**src/design/tvrs_pkg.sv**
```systemverilog
// Shared types, character codes and helpers for the text vector record scanner.
// No dependencies; imported by tvrs_scan_core and text_vector_record_scanner_unit.
package tvrs_pkg;

  localparam int OFFSET_BITS_DEF = 48;
  localparam int START_W         = 48;
  localparam int ID_W            = 64;

  localparam logic [7:0] CH_NL    = 8'h0A;
  localparam logic [7:0] CH_TAB   = 8'h09;
  localparam logic [7:0] CH_VT    = 8'h0B;
  localparam logic [7:0] CH_FF    = 8'h0C;
  localparam logic [7:0] CH_CR    = 8'h0D;
  localparam logic [7:0] CH_SPACE = 8'h20;
  localparam logic [7:0] CH_ZERO  = 8'h30;
  localparam logic [7:0] CH_NINE  = 8'h39;
  localparam logic [7:0] CH_OPEN  = 8'h5B;
  localparam logic [7:0] CH_CLOSE = 8'h5D;

  typedef enum logic [2:0] {
    PH_LEAD,
    PH_DIGITS,
    PH_SEEK_OPEN,
    PH_AFTER_OPEN,
    PH_SEEK_CLOSE,
    PH_SKIP_LINE
  } phase_t;

  typedef enum logic [1:0] {
    KIND_RECORD = 2'd0,
    KIND_EOF    = 2'd1,
    KIND_ERROR  = 2'd2
  } kind_t;

  typedef enum logic [1:0] {
    ERR_OVERFLOW = 2'd0,
    ERR_NO_OPEN  = 2'd1,
    ERR_NO_CLOSE = 2'd2,
    ERR_BLANK    = 2'd3
  } err_t;

  typedef struct packed {
    logic               has;
    kind_t              kind;
    logic [ID_W-1:0]    record_id;
    logic [START_W-1:0] payload_offset;
    logic               deleted;
    err_t               error_code;
    logic               final_res;
  } result_t;

  function automatic logic is_blank(input logic [7:0] c);
    return c inside {CH_SPACE, CH_TAB, CH_VT, CH_FF, CH_CR};
  endfunction

  function automatic logic is_digit(input logic [7:0] c);
    return c inside {[CH_ZERO:CH_NINE]};
  endfunction

endpackage

```
**src/design/tvrs_scan_core.sv**
```systemverilog
// Per-byte line parser: phase, id accumulator, position and drop state.
// Depends on tvrs_pkg; instantiated by text_vector_record_scanner_unit.
module tvrs_scan_core
  import tvrs_pkg::*;
#(
  parameter int OFFSET_BITS = OFFSET_BITS_DEF
) (
  input  logic               clk,
  input  logic               rst,
  input  logic               step,
  input  logic [7:0]         byte_in,
  input  logic               end_of_file,
  input  logic               cfg_wr_en,
  input  logic [START_W-1:0] cfg_wr_data,
  output result_t            res
);

  logic [START_W-1:0]     start_offset;
  phase_t                 line_phase, line_phase_next;
  logic [ID_W-1:0]        id_accumulator, id_accumulator_next;
  logic                   id_overflowed, id_overflowed_next;
  logic [OFFSET_BITS-1:0] byte_position;
  logic [OFFSET_BITS-1:0] latched_offset, latched_offset_next;
  logic                   payload_nonblank, payload_nonblank_next;
  logic                   drop_until_end;

  logic [OFFSET_BITS-1:0] pos_plus1;
  logic [7:0]             digit_diff;
  logic [ID_W+3:0]        acc_ext;
  logic                   acc_ovf;
  logic                   err, rec, rec_del;
  err_t                   ecode;
  logic [63:0]            start64, cfg64, lat64;

  assign pos_plus1  = byte_position + OFFSET_BITS'(1);
  assign digit_diff = byte_in - CH_ZERO;
  assign acc_ext    = ({4'b0, id_accumulator} << 3) + ({4'b0, id_accumulator} << 1)
                    + (ID_W+4)'(digit_diff[3:0]);
  assign acc_ovf    = |acc_ext[ID_W+3:ID_W];
  assign start64    = 64'(start_offset);
  assign cfg64      = 64'(cfg_wr_data);
  assign lat64      = 64'(latched_offset);

  always_comb begin
    line_phase_next       = line_phase;
    id_accumulator_next   = id_accumulator;
    id_overflowed_next    = id_overflowed;
    latched_offset_next   = latched_offset;
    payload_nonblank_next = payload_nonblank;
    err     = 1'b0;
    ecode   = ERR_OVERFLOW;
    rec     = 1'b0;
    rec_del = 1'b0;

    case (line_phase)
      PH_LEAD: begin
        if (byte_in == CH_NL || is_blank(byte_in)) begin
          line_phase_next = PH_LEAD;
        end else if (is_digit(byte_in)) begin
          id_accumulator_next = ID_W'(digit_diff[3:0]);
          id_overflowed_next  = 1'b0;
          line_phase_next     = PH_DIGITS;
        end else begin
          line_phase_next = PH_SKIP_LINE;
        end
      end
      PH_DIGITS: begin
        if (is_digit(byte_in)) begin
          if (!id_overflowed) begin
            if (acc_ovf) begin
              id_overflowed_next = 1'b1;
            end else begin
              id_accumulator_next = acc_ext[ID_W-1:0];
            end
          end
        end else if (id_overflowed) begin
          err = 1'b1; ecode = ERR_OVERFLOW;
        end else if (byte_in == CH_NL) begin
          err = 1'b1; ecode = ERR_NO_OPEN;
        end else if (byte_in == CH_OPEN) begin
          latched_offset_next = pos_plus1;
          line_phase_next     = PH_AFTER_OPEN;
        end else begin
          line_phase_next = PH_SEEK_OPEN;
        end
      end
      PH_SEEK_OPEN: begin
        if (byte_in == CH_NL) begin
          err = 1'b1; ecode = ERR_NO_OPEN;
        end else if (byte_in == CH_OPEN) begin
          latched_offset_next = pos_plus1;
          line_phase_next     = PH_AFTER_OPEN;
        end
      end
      PH_AFTER_OPEN: begin
        if (byte_in == CH_CLOSE) begin
          rec = 1'b1; rec_del = 1'b1;
        end else if (byte_in == CH_NL) begin
          err = 1'b1; ecode = ERR_NO_CLOSE;
        end else begin
          payload_nonblank_next = !is_blank(byte_in);
          line_phase_next       = PH_SEEK_CLOSE;
        end
      end
      PH_SEEK_CLOSE: begin
        if (byte_in == CH_CLOSE) begin
          if (payload_nonblank) begin
            rec = 1'b1;
          end else begin
            err = 1'b1; ecode = ERR_BLANK;
          end
        end else if (byte_in == CH_NL) begin
          err = 1'b1; ecode = ERR_NO_CLOSE;
        end else if (!is_blank(byte_in)) begin
          payload_nonblank_next = 1'b1;
        end
      end
      default: begin
        line_phase_next = (byte_in == CH_NL) ? PH_LEAD : PH_SKIP_LINE;
      end
    endcase

    // unfinished line at end of file
    if (!err && !rec && end_of_file) begin
      if (line_phase_next == PH_DIGITS) begin
        err   = 1'b1;
        ecode = id_overflowed_next ? ERR_OVERFLOW : ERR_NO_OPEN;
      end else if (line_phase_next == PH_SEEK_OPEN) begin
        err = 1'b1; ecode = ERR_NO_OPEN;
      end else if (line_phase_next == PH_AFTER_OPEN
                   || line_phase_next == PH_SEEK_CLOSE) begin
        err = 1'b1; ecode = ERR_NO_CLOSE;
      end
    end

    if (rec) begin
      line_phase_next       = PH_SKIP_LINE;
      payload_nonblank_next = 1'b0;
    end

    res                = '0;
    res.kind           = KIND_RECORD;
    res.error_code     = ERR_OVERFLOW;
    if (!drop_until_end) begin
      if (rec) begin
        res.has            = 1'b1;
        res.kind           = KIND_RECORD;
        res.record_id      = id_accumulator;
        res.payload_offset = lat64[START_W-1:0];
        res.deleted        = rec_del;
        res.final_res      = end_of_file;
      end else if (err) begin
        res.has        = 1'b1;
        res.kind       = KIND_ERROR;
        res.error_code = ecode;
        res.final_res  = 1'b1;
      end else if (end_of_file) begin
        res.has       = 1'b1;
        res.kind      = KIND_EOF;
        res.final_res = 1'b1;
      end
    end
  end

  always_ff @(posedge clk) begin
    if (rst) begin
      start_offset     <= '0;
      line_phase       <= PH_LEAD;
      id_accumulator   <= '0;
      id_overflowed    <= 1'b0;
      byte_position    <= '0;
      latched_offset   <= '0;
      payload_nonblank <= 1'b0;
      drop_until_end   <= 1'b0;
    end else if (cfg_wr_en) begin
      start_offset     <= cfg_wr_data;
      line_phase       <= PH_LEAD;
      id_accumulator   <= '0;
      id_overflowed    <= 1'b0;
      byte_position    <= cfg64[OFFSET_BITS-1:0];
      latched_offset   <= '0;
      payload_nonblank <= 1'b0;
      drop_until_end   <= 1'b0;
    end else if (step) begin
      if (end_of_file) begin
        line_phase       <= PH_LEAD;
        id_accumulator   <= '0;
        id_overflowed    <= 1'b0;
        byte_position    <= start64[OFFSET_BITS-1:0];
        latched_offset   <= '0;
        payload_nonblank <= 1'b0;
        drop_until_end   <= 1'b0;
      end else begin
        byte_position <= pos_plus1;
        if (!drop_until_end) begin
          line_phase       <= line_phase_next;
          id_accumulator   <= id_accumulator_next;
          id_overflowed    <= id_overflowed_next;
          latched_offset   <= latched_offset_next;
          payload_nonblank <= payload_nonblank_next;
          drop_until_end   <= err;
        end
      end
    end
  end

endmodule

```
**src/design/text_vector_record_scanner_unit.sv**
```systemverilog
// A result passes the input register and then the result register on its way out.
// Throughput: one byte per cycle unless the input register stalls; the next byte may follow while a result waits.
// The input register stalls only when the result register is full and not taken
// and the held byte makes a result.
// Reset (rst, synchronous): clears start_offset, parser state and both valid flags.
// A start_offset write restarts parsing as for a new file.
module text_vector_record_scanner_unit
  import tvrs_pkg::*;
#(
  parameter int OFFSET_BITS = OFFSET_BITS_DEF
) (
  input  logic               clk,
  input  logic               rst,
  input  logic               in_valid,
  output logic               in_ready,
  input  logic [7:0]         byte_in,
  input  logic               end_of_file,
  output logic               out_valid,
  input  logic               out_ready,
  output logic [1:0]         kind,
  output logic [ID_W-1:0]    record_id,
  output logic [START_W-1:0] payload_offset,
  output logic               deleted,
  output logic [1:0]         error_code,
  output logic               final_res,
  input  logic               cfg_wr_en,
  input  logic [START_W-1:0] cfg_wr_data
);

  logic       s1_valid;
  logic [7:0] s1_byte;
  logic       s1_eof;
  logic       s1_go;
  result_t    res;

  tvrs_scan_core #(
    .OFFSET_BITS(OFFSET_BITS)
  ) u_core (
    .clk         (clk),
    .rst         (rst),
    .step        (s1_go),
    .byte_in     (s1_byte),
    .end_of_file (s1_eof),
    .cfg_wr_en   (cfg_wr_en),
    .cfg_wr_data (cfg_wr_data),
    .res         (res)
  );

  // a byte with no result moves on even while the result register is held
  assign s1_go    = s1_valid && (!out_valid || out_ready || !res.has);
  assign in_ready = !s1_valid || s1_go;

  always_ff @(posedge clk) begin
    if (rst) begin
      s1_valid <= 1'b0;
    end else if (in_ready) begin
      s1_valid <= in_valid;
    end
  end

  always_ff @(posedge clk) begin
    if (in_valid && in_ready) begin
      s1_byte <= byte_in;
      s1_eof  <= end_of_file;
    end
  end

  always_ff @(posedge clk) begin
    if (rst) begin
      out_valid <= 1'b0;
    end else if (s1_go && res.has) begin
      out_valid <= 1'b1;
    end else if (out_ready) begin
      out_valid <= 1'b0;
    end
  end

  always_ff @(posedge clk) begin
    if (s1_go && res.has) begin
      kind           <= res.kind;
      record_id      <= res.record_id;
      payload_offset <= res.payload_offset;
      deleted        <= res.deleted;
      error_code     <= res.error_code;
      final_res      <= res.final_res;
    end
  end

`ifndef ASSERT_OFF
  a_error_final: assert property (@(posedge clk) disable iff (rst)
    (out_valid && kind == KIND_ERROR) |-> final_res)
    else $error("error result without final flag");

  a_eof_final: assert property (@(posedge clk) disable iff (rst)
    (out_valid && kind == KIND_EOF) |-> final_res)
    else $error("end of file result without final flag");

  a_nonrecord_zero: assert property (@(posedge clk) disable iff (rst)
    (out_valid && kind != KIND_RECORD) |->
      (record_id == '0 && payload_offset == '0 && deleted == 1'b0))
    else $error("record fields set on non-record result");

  a_stall_cause: assert property (@(posedge clk) disable iff (rst)
    !in_ready |-> (s1_valid && out_valid && !out_ready))
    else $error("input stalled without a held result");
`endif

endmodule

```
**config.mk**
```make
export PLATFORM = sky130hd
export DESIGN_NAME = text_vector_record_scanner_unit
export DESIGN_NICKNAME = d
export VERILOG_FILES = /design/src/design/tvrs_pkg.sv /design/src/design/tvrs_scan_core.sv /design/src/design/text_vector_record_scanner_unit.sv
export SDC_FILE = /design/constraint.sdc
export NUM_CORES = 1
export LEC_CHECK = 0
export BUFFER_PORTS_ARGS = -buffer_cell sky130_fd_sc_hd__buf_2
export CAP_MARGIN = 10
export CORE_ASPECT_RATIO = 0.7
export CORE_UTILIZATION = 30
export CTS_BUF_LIST = sky130_fd_sc_hd__clkbuf_8
export DETAILED_ROUTE_END_ITERATION = 10
export PLACE_DENSITY_LB_ADDON = 0.25
export SLEW_MARGIN = 5
export SYNTH_ARGS = -nofsm -noshare
export SYNTH_HDL_FRONTEND = slang
export SYNTH_HIERARCHICAL = 1
export SYNTH_SLANG_ARGS = --single-unit
```
**constraint.sdc**
```tcl
create_clock -name clk -period 21.4 [get_ports clk]
set_input_delay 1.07 -clock clk [delete_from_list [all_inputs] [get_ports clk]]
set_output_delay 1.07 -clock clk [all_outputs]
set_load 0.01 [all_outputs]
```
Yosys cells after proc, flatten, opt, wreduce, memory -nomap -nowiden
Index checks and enable logic that the tools add are counted.
{"block": "op_classes", "n_div": 0, "add_sub_neg": 4, "n_shift": 0, "mux": 93, "n_bitwise": 3, "reduce_logical": 35, "order_cmp": 2, "n_eq_ne": 28, "multipliers": 0}
{"op": "$mux 64", "n": 7}
{"op": "$mux 48", "n": 9}
{"op": "$pmux 64 s2", "n": 1}
{"op": "$mux 119", "n": 1}
{"op": "$mux 113", "n": 1}
{"op": "$pmux 48 s2", "n": 1}
{"op": "$add 67x65->68", "n": 1}
{"op": "$add 68x4->68", "n": 1}
{"op": "$add 48x1->48 const B", "n": 1}
{"op": "$mux 3", "n": 16}
{"op": "$eq 8x4->1 const B", "n": 5}
{"op": "$mux 1", "n": 39}
{"op": "$mux 2", "n": 12}
{"op": "$ne 4x3->1 const B", "n": 5}
{"op": "$eq 8x7->1 const B", "n": 2}
{"op": "$reduce_and 8->1", "n": 2}
{"op": "$pmux 3 s5", "n": 1}
{"op": "$eq 3x2->1 const B", "n": 4}
{"op": "$ne 3x3->1 const B", "n": 4}
{"op": "$reduce_or 3->1", "n": 3}
{"op": "$eq 8x6->1 const B", "n": 1}
{"op": "$ge 8x6->1 const B", "n": 1}
{"op": "$le 8x6->1 const B", "n": 1}
{"op": "$pmux 2 s4", "n": 1}
{"op": "20 further kinds", "n": 45}
{"block": "word_totals", "elab_cells": 184, "ramBits": 0, "mem_count": 0, "romBits": 0, "input_bits": 62, "register_bits": 343, "output_inout_bits": 120, "latch_bits": 0}

Logic depth before layout (Yosys ltp)
Gate-level depths: netlist of run 1.
{"block": "logic_depth", "word_depth": 20, "mapped_depth": 16, "depth_no_buf": 14}

By module
Netlist of run 1, hierarchy kept.
{"module": "tvrs_scan_core", "area_each_um2": 15484.9, "seq_area_each_um2": 4284.1, "cells_each": 1960, "n_inst": 1}
{"module": "text_vector_record_scanner_unit", "area_each_um2": 3917.5, "seq_area_each_um2": 3853.7, "cells_each": 139, "n_inst": 1}

Worst setup path before layout of run 1
OpenSTA, ideal clock, no wires.
{"block": "synth_timing", "path_type": "reg-to-reg", "start": "reg s1_byte[4]", "end": "reg deleted (enable)", "synth_period_minus_slack_ns": 7.546, "setup_time_ns": 0.596, "arrival_time_ns": 6.950, "path_slack_ns": 13.854, "stages_incl_launch_ff": 10, "path_buffers": 1, "cell_sequence": "edfxtp_1 -> or3_1 -> nor4_4 -> buf_4 -> o2111ai_1 -> a21oi_1 -> nor2b_1 -> a31oi_1 -> nand2_1 -> nor2_1"}
{"element": "start, declared", "line": "text_vector_record_scanner_unit.sv:31", "source": "logic [7:0] s1_byte;"}
{"element": "start signal, assigned", "line": "text_vector_record_scanner_unit.sv:63", "source": "s1_byte <= byte_in;"}
{"element": "end signal, assigned", "line": "text_vector_record_scanner_unit.sv:83", "source": "deleted <= res.deleted;"}
{"element": "end, declared", "line": "text_vector_record_scanner_unit.sv:23", "source": "output logic deleted,"}

==> metrics.csv, run 1 <==
metric,value,unit
status,completed,
irDropWorstVdd,0.0000415,V
clkTransAtPathRegs,0.06,ns
cp.arrival,6.14,ns
cts.sinks,343,
hold_violations,0,
hp-class,flip-flop to flip-flop,
tns,0,ns
row_count,77,
overflow,0,
grt_use_total,0.162,
synth_top_area_frac,0.223,
drive_gt1_frac,0.144,
tightest_slew,1.01,ns
synth_top_area_cell,dfxtp_1,
postCtsResizedCells,0,
die-area,65700,µm²
grt_antenna_before_repair,3,
area_growth,13.8,%
drtAntennaViolNets,0,
p_per_area,65.2,nW/µm²
synth_area,19400,µm²
grt_pass1_vias,15282,
synth.distinct_cells,91,
routed_via_density,5.14,
fin_crit,5.53,ns
postSynthCellCount,2099,
die_w,306,µm
rsz0062_at_grt,no,
core,63500,µm²
die_h,215,µm
post_cts_buffers,0,
finish.net_count,2407,
cts_hold_buf,0,
first_pass_iters,6,
grt_pass1_wl,86.1,mm
leakage,8.87,nW
total_power,1.44,mW
place.gp.congestion,0.889,
grt_max_degree,88,
cts_tree,yes,
netlist_top_cells_area,"dfxtp_1 22%, edfxtp_1 20%, ha_1 8.3%",
synth_edf_count,127,
required,22.00,ns
start_kind,flip-flop,
ys_ff_latch,343,
cts_buffers,57,
slew_viol_final,0,
cp-end-kind,flip-flop,
cap_viol_max_count,0,
max_freq,0.181,GHz
min_from,u_core/latched_offset[13]$_SDFFE_PP0P_,
cts-htree-levels,2,
io_buffers,181,
pin_count,182,
seq_area_frac_synth,0.419,
setup_violations,0,
cts_buffer_depth,3,
crit_fanout,65,
drc_errors,0,
final_cell_mix,"233 x nor2_1, 216 x dfxtp_1, 184 x a21oi_1, 179 x buf_2, 156 x nand2_1",
clk_latency,0.66,ns
fin_skew,0.0265,ns
syn_avg_cell_area,9.24,µm²
crit_start,s1_byte[4]$_DFFE_PP_,
drt_iter0_drc,1121,
wl,54.6,mm
synth-async-reset-ratio,0,
timing.rr.start,s1_byte[4]$_DFFE_PP_,
vias,15904,
final_common_cell,nor2_1,
relSlewSlack,0.327,
hpwl,38.8,mm
wire_per_inst,17.6,µm
clockRootBuffer,clkbuf_8,
synth_warnings,6,
start_util,0.306,
critPathKind,flip-flop to flip-flop,
syn_nets,2291,
period_share,0.259,
ys.flop_type,dfxtp_1,
logic make-up after synthesis:
logic type      share of synthesized area
mux                                0.0248
flops                               0.419
xor+xnor                           0.0464
compound gates                      0.194
fa+ha+maj                          0.0846
buf+inv                            0.0438
simple gates                        0.187
Yosys cell counts (all sizes together) (4+ instances only):
library cell	count
edfxtp	127
inv	40
nand2	156
o21ai	75
nor2	236
nor4	10
nand2b	23
buf	53
o21a	16
and3	12
or2	9
a311oi	4
a211oi	31
a211o	7
a22o	64
dfxtp	216
a21boi	6
nor2b	10
a31oi	11
o31ai	13
a21oi	188
mux2i	48
a21o	23
a2111oi	5
xnor2	53
nand3	40
or3	9
o211ai	11
and2	117
nor3	59
xor2	49
nand4	36
a22oi	35
ha	128
o21bai	15
clkbuf	87
o2111ai	4
a221oi	14
o41ai	6
and4	5
final cells by class:
class / count / area (µm²)
Clock buffer: 72 / 991
Sequential cell: 343 / 8140
Timing Repair Buffer: 197 / 1030
Inverter: 40 / 150
Clock inverter: 36 / 274
Multi-Input combinational cell: 1576 / 10500
Antenna cell: 2 / 5.00
Tap cell: 829 / 1040
Fill cell: 6532 / 41400
per-layer routing:
layer / vias up / global-route usage / part of all wire
met1: 7532 / 0.249 / 0.52
met2: 426 / 0.226 / 0.40
met3: 66 / 0.0295 / 0.062
li1: 7880 / - / -
met4: 0 / 0.0479 / 0.021
met5: - / 0 / 0
worst max-delay path, cell delays in order, from the launching register on:
cell and delay, ns:
edfxtp_1 0.42, or3_1 0.45, nor4_4 0.60, o21ai_0 0.23, nor2b_1 0.20, a31oi_1 0.47, a21boi_4 0.09, buf_4 0.34
inv_1 0.73, a21o_1 0.28, a21oi_1 0.14, o21ai_1 0.36, and3_2 0.26, buf_4 0.51, a22o_1 0.25
sequential cells by signal (all words and copies together), names as in the netlist:
register,flops
s1_byte,8
u_core/start_offset,48
u_core/payload_nonblank,1
s1_valid,1
u_core/drop_until_end,1
u_core/id_overflowed,1
error_code,2
u_core/byte_position,48
u_core/line_phase,3
s1_eof,1
final_res,1
record_id,64
kind,2
out_valid,1
payload_offset,48
u_core/latched_offset,48
deleted,1
u_core/id_accumulator,64
report_power, final:
| part | switching (mW) | total [mW] | internal [mW] |
|---|---|---|---|
| registers | 0.0148 | 0.711 | 0.696 |
| logic | 0.0597 | 0.0937 | 0.0340 |
| clock network | 0.284 | 0.636 | 0.352 |
| total | 0.358 | 1.44 | 1.08 |
metrics by stage:
stage / cells / hold WS (ns) / util / setup slack [ns] / instance area [µm²]
final: 3095 / 0.450 / 0.348 / 15.87 / 22100
after global routing: 3093 / 0.477 / 0.348 / 15.43 / 22100
after CTS: 3093 / 0.453 / 0.348 / 15.88 / 22100
after detailed placement: 2985 / 0.444 / 0.328 / 15.90 / 20800
after global placement: 2985 / 0.442 / 0.328 / 16.07 / 20800
after floorplan: 2099 / 0.427 / - / 13.85 / 19400
final timing paths:
path / to / cells after the start / slack, ns
max reg2reg: u_core/id_accumulator[45]$_SDFFE_PP0P_ / 14 / 15.87
max: u_core/id_accumulator[45]$_SDFFE_PP0P_ / 14 / 15.87
min reg2reg: u_core/latched_offset[13]$_SDFFE_PP0P_ / 2 / 0.45
min: u_core/latched_offset[13]$_SDFFE_PP0P_ / 2 / 0.45
Power figures use the tool's default switching activity.
==> inputs of run 2 (changes only) <==
==> constraint.sdc (replaced) <==
create_clock -name clk -period 4.6 [get_ports clk]
set_input_delay 0.23 -clock clk [delete_from_list [all_inputs] [get_ports clk]]
set_output_delay 0.23 -clock clk [all_outputs]
set_load 0.01 [all_outputs]
==> run 2 against run 1 <==
Compared with the run above:
- sequential power rose to 4.6 times the previous value
- register-to-register slack worse by 16 ns
- sequential share of layout area down 1.1 points
- design area up 3.2%
- combinational power rose to 5.2 times the previous value
- count of clock-buffer cells in the layout down 3
- worst setup slack worse by 16 ns
- total power rose to 4.7 times the previous value
- global-route usage up 0.47 points
- critical path depth up 1
- final cell count up 2.3%
==> metrics.csv, run 2 (same netlist as run 1, synthesis figures left out) <==
metric,value,unit,change
timing.rr.start,s1_byte[3]$_DFFE_PP_,,
setup_violations,0,,unchanged
relSlewSlack,0.257,,-0.0698
grt_antenna_before_repair,1,,-2
fill_cells,6422,,-1.7%
grt_pass1_wl,88.0,mm,+2.2%
drtAntennaViolNets,0,,unchanged
hold_end,s1_eof$_DFFE_PP_,,
start_kind,flip-flop,,
drt_iter0_drc,1074,,-4.2%
crit_chain,inv_1 -> fa_1 -> inv_1 -> ha_1 -> a211oi_1 -> o21a_1 -> o31a_1 -> a21oi_1 -> a31o_2 -> o21ai_0 -> o211a_1 -> nand3_2 -> nor4bb_4 -> buf_12 -> a22o_1,,
core,63500,µm²,unchanged
first_pass_iters,5,,-1
cap_viol_max_count,0,,unchanged
place_ws,0.169,ns,-15.73 ns
slew_viol_final,0,,unchanged
hp-class,input port to flip-flop,,
total_power,6.71,mW,+370%
status,completed,,
critPathKind,flip-flop to flip-flop,,
grt_use_total,0.167,,+0.00471
finish.net_count,2479,,+3.0%
hold_violations,0,,unchanged
cts-htree-levels,2,,unchanged
die_w,306,µm,unchanged
max_freq,0.234,GHz,+30%
place.gp.congestion,0.881,,-0.84%
p_per_area,295,nW/µm²,+350%
r2r_setup_slack,0.33,ns,-15.54 ns
top_regs,"record_id: 64 flops, u_core/id_accumulator: 64 flops",,
crit_path_frequent_cell,inv_1,,
start_util,0.306,,unchanged
grt_max_degree,119,,+35%
final_common_cell,nor2_1,,
finalWorstSetupSlack,0.327,ns,-15.54 ns
wl,56.2,mm,+2.9%
period_share,0.929,,+0.670
cp-end-kind,flip-flop,,
tightest_slew,1.11,ns,+0.105 ns
instances_no_fill,3166,,+2.3%
crit_fanout,60,,-7.7%
hpwl,39.9,mm,+2.9%
row_count,77,,unchanged
vias,16426,,+3.3%
final_cell_mix,"233 x nor2_1, 216 x dfxtp_1, 184 x a21oi_1, 179 x buf_2, 156 x nand2_1",,
clkTransAtPathRegs,0.06,ns,about the same
cts_buffers,58,,+1.8%
wire_per_inst,17.7,µm,+0.62%
dp.cells,2995,,+0.34%
cp_slowest_cell,fa_1,,
drc_errors,0,,unchanged
fin_crit,4.27,ns,-1.26 ns
clk_latency,0.66,ns,about the same
area_growth,17.5,%,
die_h,215,µm,unchanged
routed_via_density,5.19,,+0.97%
whs_path_depth,2,,unchanged
grt_pass1_vias,15416,,+0.88%
required,5.20,ns,-16.80 ns
cts_tree,yes,,
reg2reg_to,u_core/id_accumulator[50]$_SDFFE_PP0P_,,
drive_gt1_frac,0.143,,-0.00101
worst_r2r_path_depth,15,,+1
leakage,9.19,nW,+3.6%
tns,0,ns,unchanged
cp.arrival,4.87,ns,-1.27 ns
overflow,0,,unchanged
crit_start,s1_byte[3]$_DFFE_PP_,,
die-area,65700,µm²,unchanged
fin_skew,0.0271,ns,+0.000596 ns
rsz0062_at_grt,no,,
cpPeakStageDelay,0.61,ns,-0.12 ns
min_from,in_valid,,
irDropWorstVdd,0.000217,V,+420%
whs,0.189,ns,-0.261 ns
cts.sinks,343,,unchanged
clockRootBuffer,clkbuf_8,,
cts_buffer_depth,3,,unchanged
pin_count,182,,unchanged
io_buffers,181,,unchanged
[run 2: changes by cell type in the layout (fill, tap and decap cells not counted), sizes merged]
cell / delta
clkinv: -2
inv: +7
clkbuf: -3
buf: +11
diode: -1
dlygate4sd3: +60
clkinvlp: -1
[run 2: worst max-delay path, delay by kind of cell, from the launching register on]
family	cells	cell delay, ns
compound gates	8	1.82
fa+ha+maj	2	0.92
buf+inv	3	0.50
simple gates	2	0.50
flops	1	0.42
[run 2: cell type report]
class	count	area [µm²]	area share
inverters	40	150	0.00659
diodes	1	2.50	0.000110
repair buffers	268	1740	0.0765
well taps	829	1040	0.0455
clock inverters	40	287	0.0126
flip-flops and latches	343	8140	0.357
multi-input cells	1576	10500	0.460
clock buffers	69	950	0.0417
[run 2: layer usage]
metal  up-vias  wire [µm]  share of wire  track usage
met5         -          0              0            0
met4         0       1110          0.020       0.0459
met3        70       3460          0.062       0.0333
met2       435      21900           0.39        0.226
met1      7907      29700           0.53        0.261
li1       8014          -              -            -
[run 2: where the power goes]
group / switching [mW] / internal [mW]
Clock: 1.33 / 1.59
Combinational: 0.290 / 0.196
Sequential: 0.0683 / 3.24
Total: 1.69 / 5.02
[run 2: how the worst max path moves through the flow]
stage	endpoint	slack, ns	cells after the start
6_report	u_core/id_accumulator[50]$_SDFFE_PP0P_	0.33	15
3_5_place_dp	u_core/id_accumulator[50]$_SDFFE_PP0P_	0.17	14
5_1_grt	u_core/id_accumulator[22]$_SDFFE_PP0P_	0.005	15
2_1_floorplan	deleted$_DFFE_PP_	0.34	9
3_3_place_gp	u_core/id_accumulator[45]$_SDFFE_PP0P_	0.34	14
4_1_cts	u_core/id_accumulator[20]$_SDFFE_PP0P_	0.13	14
[run 2: timing repair]
item / 4_1_cts / 5_1_grt
buffers inserted: 0 / 1
endpoints found under the hold margin: 109 / 0
gates resized for setup: 0 / 4
hold buffers: 60 / 0
setup endpoints to repair: 0 / 61
[run 2: per-stage QoR]
step                cell area (µm²)   util
floorplan                     19400      -
global placement              20900  0.329
detailed placement            20900  0.329
CTS                           22800  0.358
global route                  22800  0.359
finish                        22800  0.359
==> inputs of run 3 (changes only) <==
--- a/config.mk
+++ b/config.mk
@@ -8,10 +8,12 @@
 export BUFFER_PORTS_ARGS = -buffer_cell sky130_fd_sc_hd__buf_2
 export CAP_MARGIN = 10
 export CORE_ASPECT_RATIO = 0.7
+export CORE_MARGIN = 3
 export CORE_UTILIZATION = 30
 export CTS_BUF_LIST = sky130_fd_sc_hd__clkbuf_8
 export DETAILED_ROUTE_END_ITERATION = 10
-export PLACE_DENSITY_LB_ADDON = 0.25
+export HOLD_SLACK_MARGIN = 0.05
+export PLACE_DENSITY = 0.58
 export SLEW_MARGIN = 5
 export SYNTH_ARGS = -nofsm -noshare
 export SYNTH_HDL_FRONTEND = slang
==> run 3 against run 2 <==
Compared with the run above:
- maximum frequency up 0.20%
- design area fell by 0.16%
- clock power decreased by 8.9%
- combinational power increased by 3%
- clock skew shrank 0.0038 ns
- first-iteration DRC count is 15% higher
- non-clock buffer count is 7 higher
- largest power group unchanged
- highest routed layer unchanged
==> metrics.csv, run 3 (same netlist as run 1, synthesis figures left out) <==
metric,value,unit,change
whs_path_depth,3,,+1
die-area,67800,µm²,+3.2%
drt_iter0_drc,1232,,+15%
setup_violations,0,,unchanged
rsz0062_at_grt,no,,
wl,57.5,mm,+2.3%
clockRootBuffer,clkbuf_8,,
final_cell_mix,"233 x nor2_1, 216 x dfxtp_1, 184 x a21oi_1, 179 x buf_2, 156 x nand2_1",,
p_per_area,284,nW/µm²,-3.4%
row_count,77,,unchanged
grt_use_total,0.165,,-0.00192
place.gp.congestion,0.907,,+2.9%
drc_errors,0,,unchanged
final_common_cell,nor2_1,,
core,63600,µm²,+0.15%
cp-end-kind,flip-flop,,
vias,16599,,+1.1%
post_cts_buffers,0,,unchanged
hold_end,u_core/start_offset[11]$_SDFFE_PP0P_,,
tightest_slew,1.00,ns,-0.113 ns
hold_violations,0,,unchanged
cp.arrival,4.81,ns,-0.06 ns
cts.sinks,343,,unchanged
grt_pass1_vias,15745,,+2.1%
crit_fanout,45,,-25%
period_share,0.927,,-0.00181
regArea,8140,µm²,unchanged
hp-class,input port to flip-flop,,
place_ws,0.189,ns,+0.0194 ns
relSlewSlack,0.332,,+0.0753
cts_tree,yes,,
required,5.14,ns,-0.06 ns
cts-htree-levels,2,,unchanged
reg2reg_to,u_core/id_accumulator[44]$_SDFFE_PP0P_,,
fill_cells,6470,,+0.75%
max_freq,0.234,GHz,+0.20%
clk_latency,0.65,ns,about the same
start_kind,flip-flop,,
start_util,0.305,,-0.000463
slew_viol_final,0,,unchanged
io_buffers,181,,unchanged
clkTransAtPathRegs,0.06,ns,about the same
overflow,0,,unchanged
min_from,cfg_wr_en,,
finalWorstSetupSlack,0.335,ns,+0.00832 ns
wire_per_inst,18.1,µm,+2.0%
timing.rr.start,s1_byte[3]$_DFFE_PP_,,
finish.net_count,2487,,+0.32%
critPathKind,flip-flop to flip-flop,,
total_power,6.47,mW,-3.6%
die_w,310,µm,+1.3%
irDropWorstVdd,0.000162,V,-25%
r2r_setup_slack,0.34,ns,about the same
worst_r2r_path_depth,14,,-1
fin_skew,0.0233,ns,-0.00376 ns
first_pass_iters,6,,+1
drive_gt1_frac,0.142,,-0.000549
top_regs,"record_id: 64 flops, u_core/id_accumulator: 64 flops",,
grt_pass1_wl,89.7,mm,+1.9%
fin_crit,4.26,ns,-0.00832 ns
cap_viol_max_count,0,,unchanged
tns,0,ns,unchanged
cts_buffers,59,,+1.7%
cts_buffer_depth,3,,unchanged
status,completed,,
hpwl,41.6,mm,+4.1%
grt_antenna_before_repair,1,,unchanged
pin_count,182,,unchanged
drtAntennaViolNets,0,,unchanged
area_growth,17.3,%,
routed_via_density,5.23,,+0.74%
leakage,9.19,nW,about the same
die_h,219,µm,+1.9%
multi_input_area,10500,µm²,about the same
grt_max_degree,111,,-6.7%
## run 3: cell types whose count changed in the layout (fill, tap and decap cells not counted), sizes merged, moves of 3 or more
| cell | delta |
|---|---|
| bufinv | -3 |
| clkbuf | -3 |
| inv | +3 |
| buf | +5 |
| clkinv | +3 |
## run 3: worst max-delay path by stage
stage | from | end | slack [ns] | cells past startpoint
floorplan | s1_byte[4]$_DFFE_PP_ | deleted$_DFFE_PP_ | 0.34 | 9
global route | s1_byte[3]$_DFFE_PP_ | u_core/id_accumulator[49]$_SDFFE_PP0P_ | 0.04 | 15
global placement | s1_byte[3]$_DFFE_PP_ | u_core/id_accumulator[44]$_SDFFE_PP0P_ | 0.31 | 14
detailed placement | s1_byte[3]$_DFFE_PP_ | u_core/id_accumulator[42]$_SDFFE_PP0P_ | 0.19 | 14
finish | s1_byte[3]$_DFFE_PP_ | u_core/id_accumulator[44]$_SDFFE_PP0P_ | 0.34 | 14
CTS | s1_byte[3]$_DFFE_PP_ | u_core/id_accumulator[44]$_SDFFE_PP0P_ | 0.17 | 14
## run 3: report_power, final
part | leakage, nW | internal [mW] | switching [mW]
logic | 5.67 | 0.199 | 0.302
registers | 2.85 | 3.24 | 0.0704
clock network | 0.671 | 1.36 | 1.30
total | 9.19 | 4.80 | 1.67
## run 3: worst max-delay path: stages, from the launching register on
cell and delay, ns:
edfxtp_1 0.41, inv_1 0.12, fa_1 0.54, fa_1 0.48, nand2b_1 0.19, a21oi_2 0.15
nor2_1 0.12, o311ai_2 0.41, nor4bb_4 0.40, o2111ai_1 0.20, o211ai_4 0.16, nand4_4 0.11
and3_2 0.36, buf_12 0.25, a22o_1 0.25
## run 3: metal layers
layer  global-route usage  share of wire
met5                    0              0
met1                0.260           0.52
met4               0.0484          0.022
met2                0.223           0.39
met3               0.0298          0.069
## run 3: timing repair
item / in CTS / in global routing
resized for setup: 0 / 3
setup endpoints to repair: 0 / 60
hold endpoints to repair: 107 / 0
hold buffers: 62 / 0
## run 3: metrics by stage
stage	hold WS (ns)	instances	util	area (µm²)
final	0.135	3176	0.358	22800
after global routing	0.103	3174	0.358	22700
after CTS	0.0709	3174	0.357	22700
after detailed placement	0.410	3001	0.330	21000
after global placement	0.410	3001	0.330	21000
after floorplan	0.299	2099	-	19400
## run 3: cell type report
class	count	area share
Antenna cell	2	0.000220
Clock buffer	66	0.0399
Clock inverter	45	0.00946
Inverter	40	0.00660
Multi-Input combinational cell	1576	0.460
Sequential cell	343	0.358
Tap cell	829	0.0456
Timing Repair Buffer	275	0.0802
